<file path="src/design/dtt_pkg.sv">
// Shared types and constants for the due-time task table.
package dtt_pkg;

  localparam int TASK_SLOTS_DEF = 16;
  localparam int SLOT_CMP_W = 9;
  localparam logic [31:0] DUE_HALF = 32'h7FFF_FFFF;

  typedef enum logic [2:0] {
    ACT_ADD      = 3'd0,
    ACT_REMOVE   = 3'd1,
    ACT_PAUSE    = 3'd2,
    ACT_RESUME   = 3'd3,
    ACT_POLL     = 3'd4,
    ACT_COMPLETE = 3'd5,
    ACT_CLEAR    = 3'd6
  } action_t;

  typedef enum logic [1:0] {
    ST_OK   = 2'd0,
    ST_DUP  = 2'd1,
    ST_FULL = 2'd2,
    ST_NONE = 2'd3
  } status_t;

  typedef enum logic [1:0] {
    S_IDLE,
    S_SCAN,
    S_RMW,
    S_DONE
  } state_t;

  typedef struct packed {
    logic [15:0] handle;
    logic [31:0] due;
    logic        run;
  } entry_t;

  localparam int ENTRY_W = $bits(entry_t);

endpackage

</file>
<file path="src/design/due_task_timer_table.sv">
// Due-time task table: slot store in RAM with a sequenced read-modify-write controller.
//
// Input channel (in_valid / in_stall) carries one command per transfer: add, remove,
// pause, resume, poll due, complete or clear all. Output channel (out_valid / out_stall)
// returns exactly one result per command: status, result_slot and result_handle.
// Commands are handled one at a time; in_stall is high while a command is in work.
// Slot contents live in one RAM with a registered read; a valid bit per slot marks
// entries written since reset or since the slot was freed, and unwritten slots read
// as empty.
// Add scans every slot through the RAM read port, one read per cycle. Poll scans
// round-robin from the saved position and stops at the first due slot. Pause, resume
// and complete read one slot and update it only if it holds a task; remove, clear all
// and unknown actions read no slot. Reset empties the table at once (valid bits
// cleared) and zeroes the scan position; no clearing pass is needed. When the
// receiver stalls, the result is held in the output register and a finished command
// waits for it to drain before the next command is taken.
module due_task_timer_table
  import dtt_pkg::*;
#(
  parameter int TASK_SLOTS = TASK_SLOTS_DEF
) (
  input  logic        clk,
  input  logic        rst,
  input  logic        in_valid,
  output logic        in_stall,
  input  logic [2:0]  action,
  input  logic [15:0] handle,
  input  logic [3:0]  slot,
  input  logic [31:0] delay,
  input  logic [31:0] now,
  input  logic [31:0] interval,
  output logic        out_valid,
  input  logic        out_stall,
  output logic [1:0]  status,
  output logic [3:0]  result_slot,
  output logic [15:0] result_handle
);

  localparam int IDX_W = (TASK_SLOTS > 1) ? $clog2(TASK_SLOTS) : 1;
  localparam int CNT_W = $clog2(TASK_SLOTS + 1);
  localparam logic [IDX_W-1:0] LAST_IDX = IDX_W'(TASK_SLOTS - 1);

  state_t state, state_next;

  // command registers
  logic [2:0]       act_r;
  logic [15:0]      handle_r;
  logic [31:0]      now_r;
  logic [31:0]      add_due_r;
  logic [31:0]      cmp_due_r;
  logic             ival_pos_r;

  // scan registers
  logic [IDX_W-1:0] scan_addr;
  logic [CNT_W-1:0] issue_cnt;
  logic             rd_vld;
  logic             rd_last;
  logic [IDX_W-1:0] rd_addr;
  logic             dup_q;
  logic             found_q;
  logic [IDX_W-1:0] free_q;
  logic [IDX_W-1:0] scan_pos;

  logic [TASK_SLOTS-1:0] vld;

  status_t          res_status;
  logic [3:0]       res_slot;
  logic [15:0]      res_handle;

  // RAM interface
  logic             mem_we;
  logic [IDX_W-1:0] mem_waddr;
  entry_t           mem_wdata;
  logic             mem_re;
  logic [IDX_W-1:0] mem_raddr;
  logic [ENTRY_W-1:0] mem_q;

  logic             accept;
  logic             slot_ok;
  logic [IDX_W-1:0] slot_idx;
  entry_t           rd_ent;
  logic             issue;
  logic             match_dup;
  logic             free_hit;
  logic             dup_now;
  logic             found_now;
  logic [IDX_W-1:0] free_now;
  logic             due_hit;
  logic             scan_end;
  logic             out_load;
  logic [31:0]      due_diff;
  logic             vld_clr_one;
  logic [IDX_W-1:0] vld_clr_idx;

  dtt_ram #(
    .WIDTH(ENTRY_W),
    .DEPTH(TASK_SLOTS),
    .AW   (IDX_W)
  ) u_ram (
    .clk    (clk),
    .wr_en  (mem_we),
    .wr_addr(mem_waddr),
    .wr_data(mem_wdata),
    .rd_en  (mem_re),
    .rd_addr(mem_raddr),
    .rd_data(mem_q)
  );

  assign in_stall = (state != S_IDLE);
  assign accept   = in_valid && !in_stall;
  assign slot_ok  = SLOT_CMP_W'(slot) < SLOT_CMP_W'(TASK_SLOTS);
  assign slot_idx = IDX_W'(slot);

  // unwritten or freed slots read as empty
  assign rd_ent   = vld[rd_addr] ? entry_t'(mem_q) : '0;
  assign issue    = (state == S_SCAN) && (issue_cnt != CNT_W'(TASK_SLOTS));

  assign match_dup = rd_vld && (rd_ent.handle == handle_r);
  assign free_hit  = rd_vld && (rd_ent.handle == 16'd0) && !found_q;
  assign dup_now   = dup_q || match_dup;
  assign found_now = found_q || free_hit;
  assign free_now  = found_q ? free_q : rd_addr;
  assign due_diff  = rd_ent.due - now_r;
  assign due_hit   = rd_vld && rd_ent.run && (rd_ent.handle != 16'd0) &&
                     (due_diff > DUE_HALF);
  assign scan_end  = rd_vld && rd_last;
  assign out_load  = (state == S_DONE) && (!out_valid || !out_stall);

  always_comb begin
    state_next  = state;
    mem_re      = 1'b0;
    mem_raddr   = scan_addr;
    mem_we      = 1'b0;
    mem_waddr   = rd_addr;
    mem_wdata   = rd_ent;
    vld_clr_one = 1'b0;
    vld_clr_idx = slot_idx;
    case (state)
      S_IDLE: begin
        if (accept) begin
          case (action)
            ACT_ADD, ACT_POLL: state_next = S_SCAN;
            ACT_PAUSE, ACT_RESUME, ACT_COMPLETE: begin
              if (slot_ok) begin
                mem_re     = 1'b1;
                mem_raddr  = slot_idx;
                state_next = S_RMW;
              end else begin
                state_next = S_DONE;
              end
            end
            ACT_REMOVE: begin
              vld_clr_one = slot_ok;
              state_next  = S_DONE;
            end
            default: state_next = S_DONE;
          endcase
        end
      end
      S_SCAN: begin
        mem_re = issue;
        if (act_r == ACT_POLL) begin
          if (due_hit || scan_end) begin
            state_next = S_DONE;
          end
        end else if (scan_end) begin
          state_next = S_DONE;
          if (!dup_now && found_now) begin
            mem_we    = 1'b1;
            mem_waddr = free_now;
            mem_wdata = '{handle: handle_r, due: add_due_r, run: 1'b1};
          end
        end
      end
      S_RMW: begin
        state_next = S_DONE;
        if (act_r == ACT_PAUSE) begin
          mem_wdata.run = 1'b0;
          mem_we        = (rd_ent.handle != 16'd0);
        end else if (rd_ent.handle != 16'd0) begin
          if (act_r == ACT_RESUME) begin
            mem_wdata.run = 1'b1;
            mem_we        = 1'b1;
          end else if (ival_pos_r) begin
            mem_wdata.due = cmp_due_r;
            mem_we        = 1'b1;
          end else begin
            // interval not positive: free the slot
            vld_clr_one = 1'b1;
            vld_clr_idx = rd_addr;
          end
        end
      end
      S_DONE: begin
        if (out_load) begin
          state_next = S_IDLE;
        end
      end
      default: state_next = S_IDLE;
    endcase
  end

  always_ff @(posedge clk) begin
    if (rst) begin
      state     <= S_IDLE;
      vld       <= '0;
      scan_pos  <= '0;
      out_valid <= 1'b0;
      rd_vld    <= 1'b0;
    end else begin
      state <= state_next;
      if (accept && (action == ACT_CLEAR)) begin
        vld <= '0;
      end else begin
        if (vld_clr_one) begin
          vld[vld_clr_idx] <= 1'b0;
        end
        if (mem_we) begin
          vld[mem_waddr] <= 1'b1;
        end
      end
      if (state == S_SCAN) begin
        rd_vld <= issue;
      end else begin
        rd_vld <= 1'b0;
      end
      if ((state == S_SCAN) && (act_r == ACT_POLL) && due_hit) begin
        scan_pos <= (rd_addr == LAST_IDX) ? '0 : rd_addr + 1'b1;
      end
      if (out_load) begin
        out_valid <= 1'b1;
      end else if (!out_stall) begin
        out_valid <= 1'b0;
      end
    end
  end

  // payload and scan datapath
  always_ff @(posedge clk) begin
    if (accept) begin
      act_r      <= action;
      handle_r   <= handle;
      now_r      <= now;
      add_due_r  <= now + delay;
      cmp_due_r  <= now + interval;
      ival_pos_r <= (interval != 32'd0) && !interval[31];
      dup_q      <= (handle == 16'd0);
      found_q    <= 1'b0;
      free_q     <= '0;
      issue_cnt  <= '0;
      scan_addr  <= (action == ACT_POLL) ? scan_pos : '0;
      rd_addr    <= slot_idx;
      rd_last    <= 1'b0;
      res_status <= ST_OK;
      res_slot   <= '0;
      res_handle <= '0;
    end
    if (state == S_SCAN) begin
      if (issue) begin
        scan_addr <= (scan_addr == LAST_IDX) ? '0 : scan_addr + 1'b1;
        issue_cnt <= issue_cnt + 1'b1;
        rd_addr   <= scan_addr;
        rd_last   <= (issue_cnt == CNT_W'(TASK_SLOTS - 1));
      end
      dup_q   <= dup_now;
      found_q <= found_now;
      free_q  <= free_now;
      if (act_r == ACT_POLL) begin
        if (due_hit) begin
          res_slot   <= 4'(rd_addr);
          res_handle <= rd_ent.handle;
        end else if (scan_end) begin
          res_status <= ST_NONE;
        end
      end else if (scan_end) begin
        if (dup_now) begin
          res_status <= ST_DUP;
        end else if (!found_now) begin
          res_status <= ST_FULL;
        end else begin
          res_slot <= 4'(free_now);
        end
      end
    end
    if (out_load) begin
      status        <= res_status;
      result_slot   <= res_slot;
      result_handle <= res_handle;
    end
  end

endmodule

</file>
<file path="src/design/dtt_ram.sv">
// Generic single-port-write, single-port-read RAM with registered read data.
module dtt_ram #(
  parameter int WIDTH = 8,
  parameter int DEPTH = 16,
  parameter int AW = (DEPTH > 1) ? $clog2(DEPTH) : 1
) (
  input  logic             clk,
  input  logic             wr_en,
  input  logic [AW-1:0]    wr_addr,
  input  logic [WIDTH-1:0] wr_data,
  input  logic             rd_en,
  input  logic [AW-1:0]    rd_addr,
  output logic [WIDTH-1:0] rd_data
);

  logic [WIDTH-1:0] mem [DEPTH];

  always_ff @(posedge clk) begin
    if (wr_en) begin
      mem[wr_addr] <= wr_data;
    end
    if (rd_en) begin
      rd_data <= mem[rd_addr];
    end
  end

endmodule

</file>
<file path="config.mk">
export PLATFORM = sky130hd
export DESIGN_NAME = due_task_timer_table
export DESIGN_NICKNAME = d
export VERILOG_FILES = /design/src/design/dtt_pkg.sv /design/src/design/due_task_timer_table.sv /design/src/design/dtt_ram.sv
export SDC_FILE = /design/constraint.sdc
export NUM_CORES = 1
export LEC_CHECK = 0
export BUFFER_PORTS_ARGS = -buffer_cell sky130_fd_sc_hd__buf_2
export CORE_MARGIN = 2
export CORE_UTILIZATION = 26
export CTS_BUF_LIST = sky130_fd_sc_hd__clkbuf_4 sky130_fd_sc_hd__clkbuf_8
export CTS_CLUSTER_DIAMETER = 60
export DETAILED_ROUTE_END_ITERATION = 10
export PLACE_DENSITY = 0.38
export SLEW_MARGIN = 20
export SYNTH_ARGS = -nofsm -noshare
export SYNTH_HDL_FRONTEND = slang
export SYNTH_SLANG_ARGS = --single-unit
</file>
<file path="constraint.sdc">
create_clock -name clk -period 11.35 [get_ports clk]
set_input_delay 0.5675 -clock clk [delete_from_list [all_inputs] [get_ports clk]]
set_output_delay 0.5675 -clock clk [all_outputs]
set_load 0.01 [all_outputs]
</file>
======== After elaboration in Yosys (flattened, before gate mapping) ========
Memory sizes are Yosys's and may differ from the RTL's. A register that Yosys moved wholly into a read port is not among the register bits.
Index checks and enable logic that the tools add are counted.
Widths: inputs -> output; s select.
cells by class
  muxes and demuxes ....................... 104
  equal/unequal tests ..................... 22
  reduce and logical (&&, ||, !) cells .... 40
  magnitude comparators ................... 6
  add/subtract/negate cells ............... 6
  bitwise gates (word level) .............. 4
operators by type and width
  kind                  number
  $mux 49               4
  $mux 16               9
  $mux 4                31
  $mux 32               3
  $pmux 33 s2           1
  $add 32x32->32        2
  $mux 33               1
  $gt 32x31->1 const B  1
  $logic_not 16->1      2
  $reduce_bool 32->1    1
  $sub 32x32->32        1
  $mux 1                31
  $mux 2                13
  $logic_and 1x1->1     17
  $and 16x16->16        1
  $eq 16x16->1          1
  $not 16->16           1
  $or 16x16->16         1
  $reduce_bool 16->1    1
  $lt 4x5->1 const B    3
  $mux 5                3
  $eq 3x2->1 const B    4
  $eq 3x3->1 const B    4
  $add 4x1->4 const B   2
  26 further kinds      44
storage, ports and cells
  RAM bits ................................ 784
  register bits after elaboration ......... 204
  output and inout port bits .............. 24
  memories ................................ 1
  input port bits ......................... 123
memories
  name       words  width  rd ports  clocked after memory_dff  wr ports  RTL line       RTL
  u_ram.mem  16     49     1         1                         1         dtt_ram.sv:16  logic [WIDTH-1:0] mem [DEPTH];

======== Depth between registers and ports, before layout ========
  word-level depth ........................ 18
  gate-level depth with buffers ........... 22
  mapped depth without buffers ............ 16

======== Cells and area by module ========
Synthesis repeated with hierarchy kept, for this count alone.
second synthesis, totals
  cells, all modules ...................... 2654
  area total of the unflattened synthesis .. 44163.6 µm²
by module, submodules not included
  module                cells each  area an instance (µm²)  times used  seq. area each (µm²)
  dtt_ram               1268        30827.1                 1           25014.0
  due_task_timer_table  1386        13336.5                 1           5525.3

======== Worst setup path after synthesis ========
OpenSTA, ideal clock, no wires.
  path kind ............................... reg-to-reg
  start ................................... register rd_addr[1]
  end ..................................... memory u_ram.mem[7][0] (netlist name), enable pin
  stages on the path, launching flop included .. 14
  library setup time ...................... 456 ps
  arrival time ............................ 5095 ps
  slack ................................... 5800 ps
  path through ............................ dfxtp_1 > mux4_2 > o22a_1 > a32o_1 > buf_6 > mux2i_1 > o211a_1 > a41oi_1 > and3_1 > buf_2 > clkbuf_1 > and3_1 > o21ai_2 > nor2_1
on the way
  longest elaborated chain between the ends .. 14
  elaborated cells on any way between the ends .. 26
RTL lines
  item                                                          RTL line                                                  RTL
  start: declaration                                            due_task_timer_table.sv:58                                logic [IDX_W-1:0] rd_addr;
  start signal: assignment                                      due_task_timer_table.sv:252                               rd_addr <= slot_idx;
  start signal: assignment                                      due_task_timer_table.sv:262                               rd_addr <= scan_addr;
  $bmux 1 s4                                                    due_task_timer_table.sv:115                               assign rd_ent = vld[rd_addr] ? entry_t'(mem_q) : '0;
  $mux 1 (implied by the code)                                  due_task_timer_table.sv:115
  $mux 49                                                       due_task_timer_table.sv:115
  $eq 16x16->1 / $logic_not 16->1 (equally long branches)       due_task_timer_table.sv:118, due_task_timer_table.sv:119
  $logic_and 1x1->1, on equally long branches                   due_task_timer_table.sv:118, due_task_timer_table.sv:119
  $logic_or 1x1->1 / $logic_and 1x1->1 (equally long branches)  due_task_timer_table.sv:120, due_task_timer_table.sv:119
  $logic_not 1->1 / $logic_or 1x1->1 (equally long branches)    due_task_timer_table.sv:168, due_task_timer_table.sv:121
  $logic_and 1x1->1                                             due_task_timer_table.sv:168                               if (!dup_now && found_now) begin
  $mux 1                                                        due_task_timer_table.sv:168
  $mux 1                                                        due_task_timer_table.sv:166                               end else if (scan_end) begin
  $mux 1                                                        due_task_timer_table.sv:162                               if (act_r == ACT_POLL) begin
  $pmux 1 s2                                                    due_task_timer_table.sv:138                               case (state)
  $mux 1                                                        dtt_ram.sv:19                                             if (wr_en) begin
  $mux 1 (implied by the code)                                  dtt_ram.sv:20                                             mem[wr_addr] <= wr_data;
  end: declaration                                              dtt_ram.sv:16
Parallel ways exist; a longest one is shown, timed or not. The select of a mux whose other input is x is not followed.

======== Final worst setup path ========
  start ................................... register rd_addr[1]
  end ..................................... register res_slot[3]
on the way
  longest elaborated chain between the ends .. 12
  elaborated cells on any way between the ends .. 22
RTL lines
  item                                                                    RTL line                     RTL
  $bmux 1 s4 *                                                            due_task_timer_table.sv:115
  $mux 1 (implied by the code) *                                          due_task_timer_table.sv:115
  $mux 49 *                                                               due_task_timer_table.sv:115
  parallel branches: the longest is 7 deep, another holds $sub 32x32->32  -
  $mux 4 *                                                                due_task_timer_table.sv:268  if (act_r == ACT_POLL) begin
  $mux 4 *                                                                due_task_timer_table.sv:258  if (state == S_SCAN) begin
  end signal: assignment                                                  due_task_timer_table.sv:270  res_slot <= 4'(rd_addr);
  end signal: assignment                                                  due_task_timer_table.sv:281  res_slot <= 4'(free_now);
  end: declaration                                                        due_task_timer_table.sv:67   logic [3:0] res_slot;
Mark *: on every way between the ends. The select of a mux whose other input is x is not followed.
A chain may end at the register's enable or synchronous reset.

==> out/qor.csv <==
metric,value,unit
final_hold_viol_count,0,
dp_hpwl,83500,µm
die_width,419,µm
tns,0,ps
fin_crit,6100,ps
reg2reg_to,res_slot[3]$_DFF_P_,
yosysSeqAreaShare,68.1,%
hold_class,input port to flip-flop,
die_h,419,µm
cp.arrival,6880,ps
detail-route-antenna-nets,0,
worst_hold_path.endpoint,add_due_r[31]$_DFFE_PP_,
r2r_cells,17,
fp.coreArea,172000,µm²
antenna_found_initial,2,
switching_share,35.4,%
hold_depth,3,
synth.avg_cell_area,15.6,µm²
cp_max_fo,61,
clock_tree.root_cell,clkbuf_8,
gp_congestion,0.806,
relSlewSlack,23.3,%
cts.sinks,1037,
dr.pass1.iters,5,
syn_area,44900,µm²
grt_max_degree,99,
fp.dieArea,176000,µm²
leakagePower,0.0180,µW
path_class,flip-flop to flip-flop,
finalWirelength,135000,µm
synth_edf_count,977,
grt_pass1_vias,28272,
cts_made_buffers,179,
grt_pass1_wl,196000,µm
setup_viol,0,
vias,26967,
cpPeakStageDelay,720,ps
fmax,164,MHz
wire_per_inst,24.0,µm
cts_tree,done,
insertion_delay,890,ps
avgViaCountPerCell,4.78,
dp_cells,5258,
finalClockSkew,35.9,ps
hold_start,delay[31],
crit_chain,mux4_2 -> o22a_1 -> a32o_2 -> buf_4 -> nand2_1 -> inv_1 -> ha_1 -> a21o_1 -> a21o_1 -> a211oi_1 -> o21ai_0 -> a221oi_1 -> o311ai_1 -> o31ai_4 -> mux2_4 -> nand2_4 -> mux2_4,
layoutNonFillerInstCount,5643,
yosys_register_bits,1037,
p_switching,4540,µW
tightest_slew,1150,ps
min_period_over_period,53.8,%
grt_overflow_total,0,
critical_path.slowest_cell,dfxtp_1,
io_pins,147,
r2r-start,rd_addr[1]$_DFF_P_,
mappedNetlistNets,3105,
synth_cell_type_count,72,
area_growth,17.5,%
ys_async_sr_fraction,0,%
clkPwrFrac,25.9,%
rows,152,
drcViolationCount,0,
cap_violations,0,
synth_top_flop_cell,edfxtp_1,
clock_path_buffers,3,
num-nets-final,3415,
slew_violations,0,
status,"complete, no violations",
rsz0062_at_grt,false,
rrSetupSlack,5250,ps
internal_power,8270,µW
clk_pin_slew_worst_paths,60,ps
drtIter0Drc,2053,
share_comb_of_total_power,31.5,%
io_buffers,146,
worstPathRequired,12130,ps
start_util,26.1,%
synthCells,2879,
grt.total_usage,15.3,%
p_per_area,243,nW/µm²
ir_worst_vdd,0.000134,V
seq_power_share,42.5,%
cp-end-kind,flip-flop,
cts.htree.levels,4,
drive_gt1_share,21.9,%
yosysWarnings,0,
critical_path.startpoint_type,flip-flop,
## synthesized netlist by cell type, drive strengths merged (30+ instances only)
master  number  area, µm²
nor2       130        488
mux2i       34        340
a211oi      64        480
buf         30        159
nand3       74        370
o21ai      159        800
a31oi       58        363
and2        54        338
ha         101       1260
a21oi       85        425
nand2      270       1040
clkbuf     107        402
dfxtp       60       1200
mux4       198       4460
edfxtp     977      29300
inv        100        375
a221o       34        340
xnor2       56        490
## power by group through the flow
stage / clock network, µW / logic (µW) / registers [µW]
floorplan: 0 / 2600 / 5340
global placement: 0 / 4030 / 5520
detailed placement: 0 / 4100 / 5510
CTS: 3440 / 4130 / 5440
global route: 3590 / 4440 / 5480
finish: 3320 / 4040 / 5450
## final cells by class
| type | count | area (µm²) |
|---|---|---|
| fillers | 17019 | 119000 |
| inverters | 100 | 380 |
| repair buffers | 266 | 1830 |
| clock buffers | 233 | 2910 |
| diodes | 2 | 5.00 |
| well taps | 2310 | 2890 |
| clock inverters | 90 | 518 |
| multi-input cells | 1605 | 13600 |
| flip-flops and latches | 1037 | 30500 |
## routing by layer
metal | share of wire [%] | global-route usage (%)
met5 | 0 | 0
met4 | 2.1 | 4.44
met3 | 4.8 | 2.82
met2 | 47 | 24.9
met1 | 46 | 20.8
## registers in the layout, summed over array words and instances, names as in the netlist, 2 cells and up
signal         count
u_ram.rd_data     49
result_handle     16
status             2
vld               16
state              2
act_r              3
res_slot           4
scan_pos           4
handle_r          16
res_status         2
res_handle        16
add_due_r         32
now_r             32
scan_addr          4
rd_addr            4
u_ram.mem        784
free_q             4
cmp_due_r         32
result_slot        4
issue_cnt          5
## logic make-up (layout without fill, tap and decap cells)
logic type / after synthesis / after routing / share of synthesized area [%]
compound gates: 544 / 544 / 7.96
xor+xnor: 72 / 72 / 1.41
fa+ha+maj: 103 / 103 / 2.91
buf+inv: 237 / 689 / 2.09
flops: 1037 / 1037 / 68.1
mux: 241 / 241 / 11.0
other cells: 0 / 2 / 0
simple gates: 645 / 645 / 6.61
## what timing repair did
item                      4_1_cts  5_1_grt
gates resized for setup         0        0
hold buffers                   59        0
buffers inserted                0        0
hold endpoints to repair       61        0
## critical path: cells and delay by family (launching register included)
family,cells,cell delay (ps)
adder cells (fa/ha/maj),1,290
AND/OR/NAND/NOR,2,570
AO/OA/AOI/OAI,9,2600
buffers and inverters,2,410
flip-flops,1,720
multiplexers,3,1330
## worst max-delay path by stage
stage	start	to	slack (ps)	cells after the start
after detailed placement	rd_addr[1]$_DFF_P_	res_slot[3]$_DFF_P_	5060	17
after global placement	rd_addr[1]$_DFF_P_	res_slot[3]$_DFF_P_	5050	17
after global routing	rd_addr[1]$_DFF_P_	res_slot[3]$_DFF_P_	4790	17
after CTS	rd_addr[1]$_DFF_P_	res_slot[3]$_DFF_P_	5040	17
final	rd_addr[1]$_DFF_P_	res_slot[3]$_DFF_P_	5250	17
after floorplan	rd_addr[1]$_DFF_P_	u_ram.mem[7][0]$_DFFE_PP_	5800	13
## through the flow
| step | hold WS [ps] | total power, µW | setup WS [ps] | cell area, µm² | utilization (%) |
|---|---|---|---|---|---|
| floorplan | 400 | 7950 | 5800 | 44900 | - |
| global placement | 419 | 9550 | 5050 | 48600 | 28.3 |
| detailed placement | 420 | 9610 | 5060 | 48700 | 28.4 |
| CTS | 3.75 | 13000 | 5040 | 52700 | 30.7 |
| global route | 98.4 | 13500 | 4790 | 52700 | 30.7 |
| finish | 118 | 12800 | 5250 | 52700 | 30.7 |
## cell usage in the layout, fill, tap and decap left out, types with 17 or more instances in the layout
cell type / instances
clkinv_1: 56
buf_4: 55
ha_1: 98
clkbuf_8: 185
edfxtp_1: 977
clkbuf_4: 48
buf_2: 147
clkinv_2: 19
o21ai_1: 37
nor3_1: 17
a31oi_1: 58
mux2i_1: 30
dlygate4sd3_1: 59
nand2_1: 267
dfxtp_1: 60
a211oi_1: 64
nand3_1: 74
a21oi_1: 85
nor2_1: 114
nor2b_1: 17
nand2b_1: 21
o21ai_0: 115
a21o_1: 29
a221o_1: 34
and2_1: 53
inv_1: 99
xnor2_1: 56
mux4_2: 198
(Power assumes the default switching activity.)
